File: src/sv/pale_pkg.sv
// Package for the positional array list engine: field widths, request and
// status codes, controller states, datapath commands and the control structs.
// No dependencies; every other file imports it.
`default_nettype none

package pale_pkg;

  localparam int unsigned CAPACITY_DEF  = 128;
  localparam int unsigned WORD_BITS_DEF = 32;

  localparam int unsigned FUNC_BITS   = 3;
  localparam int unsigned POS_BITS    = 8;
  localparam int unsigned ITEM_BITS   = 32;
  localparam int unsigned STATUS_BITS = 2;
  localparam int unsigned COUNT_BITS  = 8;

  typedef enum logic [FUNC_BITS-1:0] {
    FN_INSERT  = 3'd0,
    FN_DELETE  = 3'd1,
    FN_REVERSE = 3'd2,
    FN_SORTED  = 3'd3,
    FN_READ    = 3'd4
  } func_t;

  typedef enum logic [STATUS_BITS-1:0] {
    ST_OK      = 2'd0,
    ST_BAD_POS = 2'd1,
    ST_FULL    = 2'd2
  } status_t;

  typedef enum logic [3:0] {
    S_IDLE,
    S_DECODE,
    S_SCAN,
    S_UP,
    S_PLACE,
    S_GRAB,
    S_DOWN,
    S_SHRINK,
    S_REV_RD,
    S_REV_W1,
    S_REV_W2,
    S_FINISH
  } state_t;

  typedef enum logic [3:0] {
    OP_NONE,
    OP_LOAD,
    OP_POS_INIT,
    OP_SCAN_INIT,
    OP_SCAN,
    OP_UP,
    OP_PLACE,
    OP_RD_ISSUE,
    OP_GRAB,
    OP_DOWN,
    OP_DEC,
    OP_REV_INIT,
    OP_REV_RD,
    OP_REV_W1,
    OP_REV_W2,
    OP_FINISH
  } dp_op_t;

  typedef struct packed {
    dp_op_t  op;
    status_t res;
  } cmd_t;

  typedef struct packed {
    logic [FUNC_BITS-1:0] func;
    logic                 ins_pos_bad;
    logic                 acc_pos_bad;
    logic                 full;
    logic                 len_le1;
    logic                 scan_end;
    logic                 up_more;
    logic                 down_more;
    logic                 rev_more;
  } stat_t;

endpackage

`default_nettype wire

File: src/sv/pale_ctrl.sv
// Controller state machine of the positional array list engine.
// Depends on pale_pkg; drives cmd_t to pale_dp and reads stat_t back.
`default_nettype none

module pale_ctrl (
  input  wire logic            clk,
  input  wire logic            rst,
  input  wire logic            in_valid,
  output logic                 in_ready,
  output logic                 out_valid,
  input  wire logic            out_ready,
  output pale_pkg::cmd_t       cmd,
  input  wire pale_pkg::stat_t stat
);
  import pale_pkg::*;

  state_t  state, state_next;
  status_t res, res_next;
  logic    out_valid_next;
  logic    out_free;

  assign out_free = !out_valid || out_ready;

  // Next state.
  always_comb begin
    state_next = state;
    res_next   = res;
    case (state)
      S_IDLE: begin
        if (in_valid) state_next = S_DECODE;
      end
      S_DECODE: begin
        res_next   = ST_OK;
        state_next = S_FINISH;
        case (stat.func)
          FN_INSERT: begin
            if (stat.ins_pos_bad) res_next = ST_BAD_POS;
            else if (stat.full) res_next = ST_FULL;
            else state_next = S_UP;
          end
          FN_DELETE: begin
            if (stat.acc_pos_bad) res_next = ST_BAD_POS;
            else state_next = S_GRAB;
          end
          FN_READ: begin
            if (stat.acc_pos_bad) res_next = ST_BAD_POS;
            else state_next = S_GRAB;
          end
          FN_REVERSE: begin
            if (!stat.len_le1) state_next = S_REV_RD;
          end
          FN_SORTED: begin
            if (stat.full) res_next = ST_FULL;
            else state_next = S_SCAN;
          end
          default: res_next = ST_OK;
        endcase
      end
      S_SCAN:   if (stat.scan_end) state_next = S_UP;
      S_UP:     if (!stat.up_more) state_next = S_PLACE;
      S_PLACE:  state_next = S_FINISH;
      S_GRAB: begin
        if (stat.func == FN_DELETE) state_next = S_DOWN;
        else state_next = S_FINISH;
      end
      S_DOWN:   if (!stat.down_more) state_next = S_SHRINK;
      S_SHRINK: state_next = S_FINISH;
      S_REV_RD: begin
        if (stat.rev_more) state_next = S_REV_W1;
        else state_next = S_FINISH;
      end
      S_REV_W1: state_next = S_REV_W2;
      S_REV_W2: state_next = S_REV_RD;
      S_FINISH: if (out_free) state_next = S_IDLE;
      default:  state_next = S_IDLE;
    endcase
  end

  // Outputs.
  always_comb begin
    in_ready = 1'b0;
    cmd.op   = OP_NONE;
    cmd.res  = res;
    case (state)
      S_IDLE: begin
        in_ready = 1'b1;
        if (in_valid) cmd.op = OP_LOAD;
      end
      S_DECODE: begin
        case (stat.func)
          FN_INSERT:  cmd.op = OP_POS_INIT;
          FN_DELETE:  cmd.op = OP_RD_ISSUE;
          FN_READ:    cmd.op = OP_RD_ISSUE;
          FN_REVERSE: cmd.op = OP_REV_INIT;
          FN_SORTED:  cmd.op = OP_SCAN_INIT;
          default:    cmd.op = OP_NONE;
        endcase
      end
      S_SCAN:   cmd.op = OP_SCAN;
      S_UP:     cmd.op = OP_UP;
      S_PLACE:  cmd.op = OP_PLACE;
      S_GRAB:   cmd.op = OP_GRAB;
      S_DOWN:   cmd.op = OP_DOWN;
      S_SHRINK: cmd.op = OP_DEC;
      S_REV_RD: if (stat.rev_more) cmd.op = OP_REV_RD;
      S_REV_W1: cmd.op = OP_REV_W1;
      S_REV_W2: cmd.op = OP_REV_W2;
      S_FINISH: if (out_free) cmd.op = OP_FINISH;
      default:  cmd.op = OP_NONE;
    endcase
  end

  assign out_valid_next = (state == S_FINISH && out_free) ? 1'b1 : (out_valid && !out_ready);

  always_ff @(posedge clk) begin
    if (rst) begin
      state     <= S_IDLE;
      out_valid <= 1'b0;
    end else begin
      state     <= state_next;
      out_valid <= out_valid_next;
    end
  end

  always_ff @(posedge clk) begin
    res <= res_next;
  end

endmodule

`default_nettype wire

File: config.mk
export PLATFORM = sky130hd
export DESIGN_NAME = pale_ctrl
export DESIGN_NICKNAME = d
export VERILOG_FILES = /design/src/sv/pale_pkg.sv /design/src/sv/pale_ctrl.sv
export SDC_FILE = /design/constraint.sdc
export NUM_CORES = 1
export LEC_CHECK = 0
export ABC_CLOCK_PERIOD_IN_PS = 1400
export BUFFER_PORTS_ARGS = -buffer_cell sky130_fd_sc_hd__buf_2
export CAP_MARGIN = 30
export CORE_MARGIN = 3
export CORE_UTILIZATION = 48
export CTS_BUF_LIST = sky130_fd_sc_hd__clkbuf_8
export DETAILED_ROUTE_END_ITERATION = 8
export HOLD_SLACK_MARGIN = 0.15
export PLACE_DENSITY = 0.86
export SKIP_LAST_GASP = 1
export SYNTH_ARGS = -nofsm -noshare
export SYNTH_HDL_FRONTEND = slang
export SYNTH_SLANG_ARGS = --single-unit
File: constraint.sdc
create_clock -name clk -period 1.4 [get_ports clk]
set_input_delay 0.14 -clock clk [delete_from_list [all_inputs] [get_ports clk]]
set_output_delay 0.14 -clock clk [all_outputs]
set_load 0.05 [all_outputs]
Word-level counts from Yosys, hierarchy flattened --
Cells that the tools add are included. Widths: inputs -> output; s select.
Operators by class: eq/ne operators 20, reduce and logical (&&, ||, !) cells 10, muxes and demuxes 25
Operators with widths (count):
- $mux 4 | 12
- $pmux 4 s12 | 1
- $pmux 4 s11 | 1
- $pmux 4 s4 | 2
- $eq 4x3->1 const B | 4
- $eq 4x4->1 const B | 4
- $ne 2x2->1 const B | 5
- $eq 4x2->1 const B | 2
- $mux 2 | 4
- $eq 3x2->1 const B | 2
- $pmux 2 s3 | 1
- $reduce_and 5->1 | 1
- $eq 4x1->1 const B | 1
- $logic_not 4->1 | 1
- $mux 1 | 4
- $reduce_or 2->1 | 2
- $eq 3x1->1 const B | 1
- $eq 3x3->1 const B | 1
- $logic_not 3->1 | 1
- $logic_and 1x1->1 | 2
- $logic_not 1->1 | 2
- $logic_or 1x1->1 | 1
Word-level totals: logic and storage cells 58, flip-flop bits (word level) 7, output and inout port bits 8, bits of input ports 15

Longest topological paths before layout --
depth after elaboration 4, depth in mapped cells 6, depth with buffers taken out 4

Worst setup path after synthesis --
OpenSTA, ideal clock, no wires.
kind register to register, from reg state[3], to reg state[2], stages on the path, launching flop included 5, setup time 0.124 ns, data arrival time 2.502 ns, setup slack -1.227 ns, path through dfxtp_1 nor4_1 a221oi_2 nand4_1 o32ai_1
Between the ends: cells in the longest elaborated chain, start to end 3
Ends and longest elaborated chain:
- start, declared | RTL line pale_ctrl.sv:17 | state_t state, state_next;
- start signal, assigned | RTL line pale_ctrl.sv:120 | state <= state_next;
- $eq 4x3->1 (tied with other cells) | RTL line pale_ctrl.sv:28 | case (state)
- $reduce_or 2->1 (no source line) or $ne 2x2->1 (tied branches)
- $pmux 4 s11 or $reduce_and 5->1 (tied branches)
Parallel ways exist; a longest one is shown, timed or not. A chain may end at the register's enable or synchronous reset.

Worst setup path after layout --
from reg state[2], to reg state[2]
Same word-level chain as after synthesis.

==> results_dict.tcl <==
set metrics [dict create \
    cts_tree "yes" \
    syn2layout_area_growth_pct 82.2 \
    synth_nets 126 \
    cts_buffers 3 \
    clkLatencyLatePin_ns 0.23 \
    r2r_start "state[2]$_SDFFE_PP0P_" \
    htree_levels 1 \
    postSynth.asyncResetShare_pct 0 \
    cp-start-kind "flop" \
    die_w_um 47.4 \
    cts-root-buf "clkbuf_8" \
    outcome "complete, but fails checks" \
    min_from "rst" \
    dieHeight_um 47.4 \
    grt_overflow 0 \
    yosysWarnings 0 \
    synth_top_area_share_pct 12.2 \
    cts_hold_buf 0 \
    synth_flop_cell "dfxtp_1" \
    io_pins 23 \
    worst-path-max-fanout 9 \
    grt_max_degree 12 \
    fillers 36 \
    io_buffers 22 \
    yosysTopAreaCell "dfxtp_1" \
    rrSetupSlack_ns -0.30 \
    ys_ff_latch 7 \
    end_kind "flop" \
    antenna_found_initial 0 \
    synth_top_family_by_area "simple AND/OR/NAND/NOR gates" \
    synthMuxAreaShare_pct 3.81 \
    rows 14 \
    wl_mm 4.68 \
    min_period_ns 1.70 \
    final_antenna_net_count 0 \
    first_global_vias 1129 \
    clk_pin_slew_ns 0.04 \
    arrival_ns 1.83 \
    drc 0 \
    initial_core_util_pct 52.6 \
    viasPerCell 7.58 \
    drive_gt1_share_pct 57.1 \
    postSynthCellCount 111 \
    worstMarginPinSlew_ns 0.519 \
    synthSimpleGateAreaFrac_pct 36.6 \
    maxSlewViolCount 0 \
    synth_cell_types 43 \
    syn_area_um2 821 \
    final_util_pct 95.9 \
    ys_seq_area_share_pct 19.5 \
    wire_per_inst_um 26.1 \
    violations "setup timing" \
    gp_congestion 0.895 \
    dp_hpwl_mm 2.12 \
    coreArea_mm2 0.00156 \
    synth-edff-count 2 \
    cp.required_ns 1.53 \
    peakVddDrop_v 0.00205 \
    p_leak_nw 0.633 \
    grt_setup_unrepaired "true" \
    crit_type "reg2reg" \
    cap_viol_max_count 0 \
    synth_compound_area_share_pct 29.9 \
    grt_usage_pct 36.2 \
    clock_sinks 7 \
    num_antenna_cells 0 \
    die-area_mm2 0.00224 \
    cts_buffer_depth 2 \
    avgSynthCellArea_um2 7.39 \
    critPathLaunch "state[2]$_SDFFE_PP0P_" \
    power_density_mw_per_mm2 2290 \
    synth-adder-area-share_pct 0 \
    final-hold-violation-count 0 \
    drtIter0Drc 154 \
    setup_viol 11 \
    grt_pass1_wl_mm 5.62 \
    firstDrtPassIters 6 \
    hold_path.class "in2reg" \
    max_freq_ghz 0.588 \
    synth-xor-area-share_pct 1.07 \
    max-slew-margin-rel_pct 65.0 \
    skew_ns 0.00349 \
    route.vias.total 1356 \
    dp.cells 170 \
    fin_nets 179 \
    final_cells 179 \
    fin_crit_sh_pct 122 \
    setup_ws_ns -0.302 \
    synthTopCellsByArea "dfxtp_1 12%, edfxtp_1 7.3%, nand2b_1 6.9%" \
]
kinds of logic after synthesis:
family,after synthesis
AO/OA/AOI/OAI,34
AND/OR/NAND/NOR,51
multiplexers,3
flip-flops,7
XOR/XNOR,1
buffers and inverters,15
worst max-delay path: stages, from the launching register on:
cell and delay (ns):
dfxtp_4 0.38, buf_4 0.20, nand2b_1 0.21, nor4_1 0.40, nor3_1 0.17, o32ai_2 0.24
layout by cell type, fill, tap and decap left out, types with 4 or more instances in the layout:
cell,Yosys,layout
buf_4,1,31
buf_2,6,17
buf_6,1,11
nand2b_1,9,8
nor3b_1,6,5
nand2_1,5,5
dfxtp_4,0,5
a21oi_1,4,4
nor2_1,4,4
inv_1,3,4
state kept, by name (all words and copies together), names as in the netlist:
name	flops
res	2
out_valid	1
state	4
cells in the mapped netlist, types with 2 or more instances:
master    count
a311oi_1      2
inv_1         3
mux2i_1       2
nand2_1       5
o31ai_1       5
a32oi_1       2
nand4_1       2
clkbuf_1      3
a21oi_1       4
nor4b_1       2
edfxtp_1      2
nand2b_1      9
nor3_1        5
nand3_1       5
a31oi_1       3
buf_2         6
a211oi_1      2
nor2_1        4
dfxtp_1       5
o21ai_0       6
nor4_1        2
nor3b_1       6
nor2b_1       6
worst paths after layout:
path	cells after the start	to
worst max-delay path	5	state[2]$_SDFFE_PP0P_
worst min register to register	3	out_valid$_SDFF_PP0_
worst min-delay path	2	out_valid$_SDFF_PP0_
worst max register to register	5	state[2]$_SDFFE_PP0P_
metrics by stage:
| step | instance area (um2) | total power, mW | setup TNS (ns) | worst slack (ns) | hold slack [ns] |
|---|---|---|---|---|---|
| after floorplan | 941 | 1.78 | -0.410 | -0.120 | 0.199 |
| after global placement | 1230 | 2.30 | -0.0795 | -0.0609 | 0.383 |
| after detailed placement | 1230 | 2.37 | -0.410 | -0.0819 | 0.405 |
| after CTS | 1410 | 3.00 | -0.678 | -0.156 | 0.167 |
| after global routing | 1500 | 3.50 | -1.78 | -0.290 | 0.171 |
| final | 1500 | 3.43 | -1.71 | -0.302 | 0.170 |
power breakdown:
part / leakage, nW / internal (mW) / switching, mW / total [mW]
clock network: 0.0269 / 0.190 / 0.0916 / 0.281
logic: 0.543 / 1.17 / 1.54 / 2.70
registers: 0.0638 / 0.304 / 0.137 / 0.441
layout make-up:
cell class / instances / area (um2) / share of cell area, %
Multi-Input combinational cell: 89 / 783 / 52.4
Timing Repair Buffer: 60 / 457 / 30.5
Sequential cell: 7 / 179 / 12.0
Clock buffer: 3 / 41.3 / 2.76
Tap cell: 16 / 20.0 / 1.34
Inverter: 3 / 11.3 / 0.753
Clock inverter: 1 / 3.75 / 0.251
repair_timing:
action                     in CTS  in global routing
setup buffers                   2                  4
pin swaps                       6                 10
setup endpoints to repair      11                 11
gates resized for setup        33                 15
metal layers:
layer	wire length [um]	GRT usage [%]	vias up
met2	1960	56.7	180
met1	1590	48.8	597
li1	-	-	528
met5	0	0	-
met3	757	6.51	51
met4	369	13.8	0
Note: power is estimated with default switching activity, not from simulation.
